<file path="src/hdl/mmsv_pkg.sv">
// types and constants for the motor matrix scan and vend controller
// depends on nothing; used by motor_matrix_scan_vend_controller
package mmsv_pkg;

	localparam int unsigned THR_W  = 10;
	localparam int unsigned TICK_W = 16;
	localparam int unsigned POS_W  = 3;
	localparam int unsigned LINES  = 8;
	localparam int unsigned MAP_W  = LINES * LINES;
	localparam int unsigned CFG_W  = 16;
	localparam int unsigned IDX_W  = 2;

	// input opcodes
	localparam logic [1:0] OP_TICK  = 2'd0;
	localparam logic [1:0] OP_VEND  = 2'd1;
	localparam logic [1:0] OP_QUERY = 2'd2;

	// configuration register indexes
	localparam logic [IDX_W-1:0] REG_THRESHOLD = 2'd0;
	localparam logic [IDX_W-1:0] REG_SETTLE    = 2'd1;
	localparam logic [IDX_W-1:0] REG_START     = 2'd2;
	localparam logic [IDX_W-1:0] REG_RUN       = 2'd3;

	// register reset values
	localparam logic [THR_W-1:0]  THRESHOLD_RST = 10'd100;
	localparam logic [TICK_W-1:0] SETTLE_RST    = 16'd20;
	localparam logic [TICK_W-1:0] START_RST     = 16'd400;
	localparam logic [TICK_W-1:0] RUN_RST       = 16'd3000;

	localparam logic [TICK_W-1:0] TICK_MAX = {TICK_W{1'b1}};
	localparam logic [POS_W-1:0]  POS_LAST = 3'd7;

	typedef enum logic [2:0] {
		MODE_UNKNOWN  = 3'b001,
		MODE_SCANNING = 3'b010,
		MODE_IDLE     = 3'b100
	} mode_t;

	typedef enum logic [3:0] {
		PH_NONE  = 4'b0001,
		PH_SCAN  = 4'b0010,
		PH_START = 4'b0100,
		PH_WAIT  = 4'b1000
	} phase_t;

	typedef struct packed {
		logic [1:0]       op;
		logic [POS_W-1:0] row;
		logic [POS_W-1:0] col;
		logic [THR_W-1:0] sample;
	} item_t;

endpackage

</file>
<file path="src/hdl/motor_matrix_scan_vend_controller.sv">
// motor matrix scan and vend controller: input register, state update, result register
// depends on mmsv_pkg
//
//  channel | handshake               | payload
//  --------+-------------------------+--------------------------------------------------
//  in      | in_valid / in_stall     | op, row, col, sense_sample
//  out     | out_valid / out_stall   | row_drive, col_drive, motor_enable, present,
//          |                         | vend_accepted, scanning, vending
//  cfg     | cfg_we (no wait)        | cfg_index, cfg_data
//
// one item per cycle sustained while out_stall is low; an item passes the input register,
// then the result register, before its result shows on the out port
// the single state update between the two registers sets the rate of one item a cycle
// reset clears mode, phase, tick counter, selection and presence map at once; registers
// return to their default values
// out_stall holds the result register and then the input register; in_stall rises only
// when the input register is full and cannot move on
module motor_matrix_scan_vend_controller (
	input  logic        clk,
	input  logic        arst_n,
	// input channel
	input  logic        in_valid,
	output logic        in_stall,
	input  logic [1:0]  op,
	input  logic [2:0]  row,
	input  logic [2:0]  col,
	input  logic [9:0]  sense_sample,
	// result channel
	output logic        out_valid,
	input  logic        out_stall,
	output logic [7:0]  row_drive,
	output logic [7:0]  col_drive,
	output logic        motor_enable,
	output logic        present,
	output logic        vend_accepted,
	output logic        scanning,
	output logic        vending,
	// configuration
	input  logic        cfg_we,
	input  logic [1:0]  cfg_index,
	input  logic [15:0] cfg_data
);

	// configuration registers
	logic [mmsv_pkg::THR_W-1:0]  threshold_q;
	logic [mmsv_pkg::TICK_W-1:0] settle_q;
	logic [mmsv_pkg::TICK_W-1:0] start_q;
	logic [mmsv_pkg::TICK_W-1:0] run_q;

	// controller state
	mmsv_pkg::mode_t             mode_q, mode_d;
	mmsv_pkg::phase_t            phase_q, phase_d;
	logic [mmsv_pkg::TICK_W-1:0] elapsed_q, elapsed_d, elapsed_inc;
	logic [mmsv_pkg::POS_W-1:0]  cur_row_q, cur_row_d;
	logic [mmsv_pkg::POS_W-1:0]  cur_col_q, cur_col_d;
	logic [mmsv_pkg::MAP_W-1:0]  presence_q, presence_d;

	// input register
	mmsv_pkg::item_t item_s1;
	logic            valid_s1;

	// result register
	logic       out_valid_q;
	logic [7:0] row_drive_q, col_drive_q;
	logic       enable_q, present_q, accepted_q, scanning_q;

	// per-item results
	logic       present_d, accepted_d, enable_d;
	logic [7:0] row_drive_d, col_drive_d;

	logic out_free, advance;

	assign out_free = !out_valid_q || !out_stall;
	assign advance  = valid_s1 && out_free;
	assign in_stall = valid_s1 && !out_free;

	// configuration writes
	always_ff @(posedge clk or negedge arst_n) begin
		if (!arst_n) begin
			threshold_q <= mmsv_pkg::THRESHOLD_RST;
			settle_q    <= mmsv_pkg::SETTLE_RST;
			start_q     <= mmsv_pkg::START_RST;
			run_q       <= mmsv_pkg::RUN_RST;
		end else if (cfg_we) begin
			case (cfg_index)
				mmsv_pkg::REG_THRESHOLD: threshold_q <= cfg_data[mmsv_pkg::THR_W-1:0];
				mmsv_pkg::REG_SETTLE:    settle_q    <= cfg_data;
				mmsv_pkg::REG_START:     start_q     <= cfg_data;
				mmsv_pkg::REG_RUN:       run_q       <= cfg_data;
				default: ;
			endcase
		end
	end

	// input register: loads whenever it is empty or moving on
	always_ff @(posedge clk or negedge arst_n) begin
		if (!arst_n) begin
			valid_s1 <= 1'b0;
		end else if (!in_stall) begin
			valid_s1 <= in_valid;
		end
	end

	always_ff @(posedge clk) begin
		if (in_valid && !in_stall) begin
			item_s1 <= '{op: op, row: row, col: col, sample: sense_sample};
		end
	end

	// tick counter saturates at full scale
	assign elapsed_inc = (elapsed_q == mmsv_pkg::TICK_MAX) ? elapsed_q
		: elapsed_q + mmsv_pkg::TICK_W'(1);

	// state update for the item in the input register
	always_comb begin
		mode_d     = mode_q;
		phase_d    = phase_q;
		elapsed_d  = elapsed_q;
		cur_row_d  = cur_row_q;
		cur_col_d  = cur_col_q;
		presence_d = presence_q;
		present_d  = 1'b0;
		accepted_d = 1'b0;

		case (item_s1.op)
			mmsv_pkg::OP_TICK: begin
				elapsed_d = elapsed_inc;
				if (mode_q != mmsv_pkg::MODE_IDLE) begin
					// first tick after reset starts the scan
					mode_d = mmsv_pkg::MODE_SCANNING;
					if (phase_q != mmsv_pkg::PH_SCAN) begin
						phase_d   = mmsv_pkg::PH_SCAN;
						elapsed_d = '0;
					end else if (elapsed_inc >= settle_q) begin
						// settled: sample, release and step to the next position
						if (item_s1.sample < threshold_q) begin
							presence_d[{cur_row_q, cur_col_q}] = 1'b1;
						end
						phase_d = mmsv_pkg::PH_NONE;
						if (cur_col_q == mmsv_pkg::POS_LAST) begin
							cur_col_d = '0;
							if (cur_row_q == mmsv_pkg::POS_LAST) begin
								cur_row_d = '0;
								mode_d    = mmsv_pkg::MODE_IDLE;
							end else begin
								cur_row_d = cur_row_q + mmsv_pkg::POS_W'(1);
							end
						end else begin
							cur_col_d = cur_col_q + mmsv_pkg::POS_W'(1);
						end
					end
				end else if (phase_q == mmsv_pkg::PH_START) begin
					if (elapsed_inc >= start_q) begin
						phase_d   = mmsv_pkg::PH_WAIT;
						elapsed_d = '0;
					end
				end else if (phase_q == mmsv_pkg::PH_WAIT) begin
					if (elapsed_inc >= run_q) begin
						phase_d   = mmsv_pkg::PH_NONE;
						cur_row_d = '0;
						cur_col_d = '0;
						elapsed_d = '0;
					end
				end
			end
			mmsv_pkg::OP_VEND: begin
				// only from idle with no motor selected
				if (mode_q == mmsv_pkg::MODE_IDLE &&
				    (phase_q == mmsv_pkg::PH_NONE || phase_q == mmsv_pkg::PH_SCAN)) begin
					cur_row_d  = item_s1.row;
					cur_col_d  = item_s1.col;
					phase_d    = mmsv_pkg::PH_START;
					elapsed_d  = '0;
					accepted_d = 1'b1;
				end
			end
			mmsv_pkg::OP_QUERY: begin
				present_d = presence_q[{item_s1.row, item_s1.col}];
			end
			default: ;
		endcase

		// drive levels follow the new phase
		row_drive_d = (phase_d != mmsv_pkg::PH_NONE) ? (8'd1 << cur_row_d) : 8'd0;
		col_drive_d = (phase_d == mmsv_pkg::PH_SCAN || phase_d == mmsv_pkg::PH_START)
			? (8'd1 << cur_col_d) : 8'd0;
		enable_d    = (phase_d == mmsv_pkg::PH_START || phase_d == mmsv_pkg::PH_WAIT);
	end

	// state commits when the item moves into the result register
	always_ff @(posedge clk or negedge arst_n) begin
		if (!arst_n) begin
			mode_q     <= mmsv_pkg::MODE_UNKNOWN;
			phase_q    <= mmsv_pkg::PH_NONE;
			elapsed_q  <= '0;
			cur_row_q  <= '0;
			cur_col_q  <= '0;
			presence_q <= '0;
		end else if (advance) begin
			mode_q     <= mode_d;
			phase_q    <= phase_d;
			elapsed_q  <= elapsed_d;
			cur_row_q  <= cur_row_d;
			cur_col_q  <= cur_col_d;
			presence_q <= presence_d;
		end
	end

	// result register
	always_ff @(posedge clk or negedge arst_n) begin
		if (!arst_n) begin
			out_valid_q <= 1'b0;
		end else if (out_free) begin
			out_valid_q <= valid_s1;
		end
	end

	always_ff @(posedge clk) begin
		if (advance) begin
			row_drive_q <= row_drive_d;
			col_drive_q <= col_drive_d;
			enable_q    <= enable_d;
			present_q   <= present_d;
			accepted_q  <= accepted_d;
			scanning_q  <= (mode_d != mmsv_pkg::MODE_IDLE);
		end
	end

	assign out_valid     = out_valid_q;
	assign row_drive     = row_drive_q;
	assign col_drive     = col_drive_q;
	assign motor_enable  = enable_q;
	assign present       = present_q;
	assign vend_accepted = accepted_q;
	assign scanning      = scanning_q;
	assign vending       = enable_q;

`ifndef SYNTHESIS
	// presence bits are only ever set until the next reset
	a_presence_sticky: assert property (@(posedge clk) disable iff (!arst_n)
		1'b1 |=> ((presence_q & $past(presence_q)) == $past(presence_q)))
		else $error("presence map lost a bit");

	// vend phases only occur once the scan has finished
	a_vend_in_idle: assert property (@(posedge clk) disable iff (!arst_n)
		(phase_q == mmsv_pkg::PH_START || phase_q == mmsv_pkg::PH_WAIT)
		|-> (mode_q == mmsv_pkg::MODE_IDLE))
		else $error("vend phase outside idle mode");

	// an accepted vend leaves the motor enabled with exactly one row and column
	a_vend_drives: assert property (@(posedge clk) disable iff (!arst_n)
		(out_valid_q && accepted_q)
		|-> (enable_q && $onehot(row_drive_q) && $onehot(col_drive_q)))
		else $error("accepted vend without drives");

	// input side waits only while an item sits blocked in the input register
	a_stall_cause: assert property (@(posedge clk) disable iff (!arst_n)
		in_stall |-> (valid_s1 && out_valid_q && out_stall))
		else $error("input stalled without a blocked item");
`endif

endmodule
</file>
<file path="config.mk">
export PLATFORM = sky130hd
export DESIGN_NAME = motor_matrix_scan_vend_controller
export DESIGN_NICKNAME = d
export VERILOG_FILES = /design/src/hdl/mmsv_pkg.sv /design/src/hdl/motor_matrix_scan_vend_controller.sv
export SDC_FILE = /design/constraint.sdc
export NUM_CORES = 1
export LEC_CHECK = 0
export ABC_AREA = 0
export ABC_CLOCK_PERIOD_IN_PS = 4200
export BUFFER_PORTS_ARGS = -buffer_cell sky130_fd_sc_hd__buf_4
export CELL_PAD_IN_SITES_DETAIL_PLACEMENT = 1
export CELL_PAD_IN_SITES_GLOBAL_PLACEMENT = 1
export CORE_MARGIN = 3
export CORE_UTILIZATION = 45
export DETAILED_ROUTE_END_ITERATION = 12
export PLACE_DENSITY = 0.79
export SETUP_SLACK_MARGIN = 0.15
export SYNTH_ARGS = -nofsm -noshare
export SYNTH_HDL_FRONTEND = slang
export SYNTH_SLANG_ARGS = --single-unit
</file>
<file path="constraint.sdc">
create_clock -name clk -period 4.2 [get_ports clk]
set_clock_uncertainty 0.1 [all_clocks]
set_input_delay 0.21 -clock clk [delete_from_list [all_inputs] [get_ports clk]]
set_output_delay 0.21 -clock clk [all_outputs]
set_load 0.01 [all_outputs]
</file>
==> metrics <==
Top Ports=64; slack of the critical path=-0.402 ns; largest net degree at the start of global routing=104; Crit path largest cell delay=0.50 ns; Sw Share=35.8%; period utilization=110%; CTS tree=yes; crit path cell chain=and4_1 > nand4_1 > nor2b_2 > nand3_1 > nand4_1 > nor2_2 > xor2_1 > ha_1 > nand4_1 > a311oi_2 > o31a_1 > o211ai_1 > a221o_1 > a21o_1 > and4_1; routability cong.=0.916; DRT iter0 DRCs=574; CTS Buf Count=17; Seq cells post-synth=191; Total GRT Usage=25.1%; minimum clock period=4.60 ns; delay-heaviest family, CP=compound AO/OA/AOI/OAI gates; violated checks=setup timing; RSZ-0062 raised after global routing=true; Die Y-Extent=154 um; htree depth=4; clock power share=29.2%; Final ANT Viol Nets=0; core area=0.0212 mm^2; top_reg_cell synth=dfrtp_1; placed cell count=1,199; crit end category=flip-flop; WL final=33,100 um; Comb pwr share=30.4%; Finished Core Util=62.0%; Static Leak=5.94 nW; sequential fraction of the synthesis area=50.9%; Worst-Margin Slew=1.09 ns; Syn Nets=922; hold_ws=0.0855 ns; number of global-route vias before repair=8,365; Slew headroom=27.3%; commonest non-fill, non-tap cell in the layout=buf_4; Post-synth EDFFs=38; Detail Placement HPWL=18,200 um; First-pass DRT Iterations=5; Worst path most repeated cell=nand4_1; Synth cell types=72; crit path max fanout=7; Reg power frac=40.4%; CP max-delay cell=a311oi_2; pre-CTS setup slack=-0.137 ns; CP startpoint kind=flip-flop; initial antenna violation count=1; final non-filler cell total=1,307; Starting Density=46.2%; wire per inst=25.3 um; clk sink count=191; status=complete, but fails checks; endpoints failing hold=0; max-slew violations=0; worst vdd ir=0.295 mV; commonest non-fill, non-tap cells in the layout=buf_4 (138), dfrtp_1 (136), inv_1 (64); first-pass GRT wire length=47,000 um; fin nets=1,121; clock buffer depth=2; Die Footprint=0.0236 mm^2; Reg clk slew, reported paths=0.09 ns; Synth async-reset ratio=80.1%; DRC violations left=0; Setup violations, final=105; Hold Path Class=input port to flip-flop; number of max-cap violations=0; Die Width=154 um; Cell Area, Synth=0.00980 mm^2; Internal=0.00374 W; # port buffers=63; Avg Cell Area, Syn=12.0 um^2; net switching power=0.00209 W; Mapped Cells=819; maximum clock rate=217 MHz; root buffer cell=clkbuf_16; share of layout cells above drive strength 1=38.5%; PD cells=443 mW/mm^2; routed via count=8,033; yosys synthesis warning count=0; GR Overflow Total=0; Worst EP required=4.31 ns; Rows=53; Bufs and invs on worst path=0; Worst-Skew Late Latency=0.46 ns; DR vias/cell=6.15; Syn-to-layout area delta=34.2%; worst path arrival time=4.71 ns; Critical Setup Path Class=flip-flop to flip-flop
-- stage by stage --
step	TNS [ns]	instance area [um^2]	total power, W
2_1_floorplan	0	9830	0.00315
3_3_place_gp	-0.404	11100	0.00362
3_5_place_dp	-0.881	11100	0.00369
4_1_cts	0	12600	0.00555
5_1_grt	-44.09	13200	0.00606
6_report	-30.30	13200	0.00582
-- tightest hold or removal path, cell delays in order --
cell     delay, ns
buf_4         0.10
nor3b_2       0.14
nand2_1       0.11
o21ai_0       0.07
-- routing by layer --
layer | vias up | global-route usage, % | routed length, um
met5 | - | 0 | 0
met4 | 0 | 6.90 | 1240
met3 | 95 | 3.83 | 1770
met2 | 345 | 43.6 | 17100
met1 | 4172 | 32.8 | 12900
li1 | 3421 | - | -
-- what timing repair did --
item                       in CTS  in global routing
gates resized for setup        72                 68
gates cloned                    0                  2
setup buffers                  22                 13
setup endpoints to repair      99                104
hold endpoints to repair      164                  0
hold buffers                   38                  0
pin swaps                      57                 59
-- state kept, by name, summed over array words and instances (netlist names), 4 cells and up --
register	count
col_drive	8
elapsed_q	16
item_s1	18
phase_q	4
presence_q	64
row_drive	8
run_q	16
settle_q	16
start_q	16
threshold_q	10
-- worst paths after layout --
path	cells after the start	slack (ns)	start	end
max	15	-0.40	elapsed_q[7]$_DFFE_PN0P_	row_drive[1]$_SDFFCE_PP0P_
min	4	0.09	cfg_index[0]	threshold_q[2]$_DFFE_PN1P_
max reg2reg	15	-0.40	elapsed_q[7]$_DFFE_PN0P_	row_drive[1]$_SDFFCE_PP0P_
min reg2reg	1	0.38	presence_q[58]$_DFFE_PN0P_	presence_q[58]$_DFFE_PN0P_
max in group asynchronous	3	2.61	arst_n	run_q[9]$_DFFE_PN1P_
min in group asynchronous	2	0.33	arst_n	cur_row_q[2]$_DFFE_PN0P_
-- kinds of logic after synthesis --
family	Yosys count	synth area share (%)
and+or+nand+nor	189	10.8
muxes	77	11.3
AOI/OAI and AO/OA	194	14.2
buffers and inverters	92	3.70
DFF	191	50.9
xor gates and xnor gates	14	1.25
adders and majority gates	62	7.92
-- cell type report --
cell class                 count  area [um^2]
antenna                        1         2.50
clock buffer                  18          439
clock inverter                14          160
fill                        2066         8070
inverter                      65          244
multi-input combinational    536         5140
sequential                   191         4990
tap                          275          344
timing repair buffer         207         1830
-- Yosys cell counts (8+ instances only) --
master | n | area [um^2]
mux4_2 | 21 | 473
a21oi_1 | 24 | 120
nand2_1 | 55 | 206
inv_1 | 65 | 244
o21bai_1 | 64 | 480
xor2_1 | 9 | 78.8
dfstp_2 | 17 | 447
o21ai_0 | 28 | 140
and4_1 | 8 | 70.1
mux2_2 | 55 | 619
clkbuf_1 | 18 | 67.6
dfrtp_1 | 136 | 3400
nand4_1 | 13 | 81.3
nor3_1 | 14 | 70.1
a31oi_1 | 12 | 75.1
nand3_1 | 19 | 95.1
nor2_1 | 27 | 101
edfxtp_1 | 38 | 1140
a22o_1 | 13 | 114
a21o_1 | 8 | 60.1
ha_1 | 62 | 776
-- power by group through the flow --
stage          combinational [W]  clock, W  sequential, W
2_1_floorplan           0.000873         0        0.00228
4_1_cts                  0.00154   0.00168        0.00233
3_5_place_dp             0.00133         0        0.00236
6_report                 0.00177   0.00170        0.00235
3_3_place_gp             0.00127         0        0.00234
5_1_grt                  0.00190   0.00178        0.00238
(Power assumes the default switching activity.)
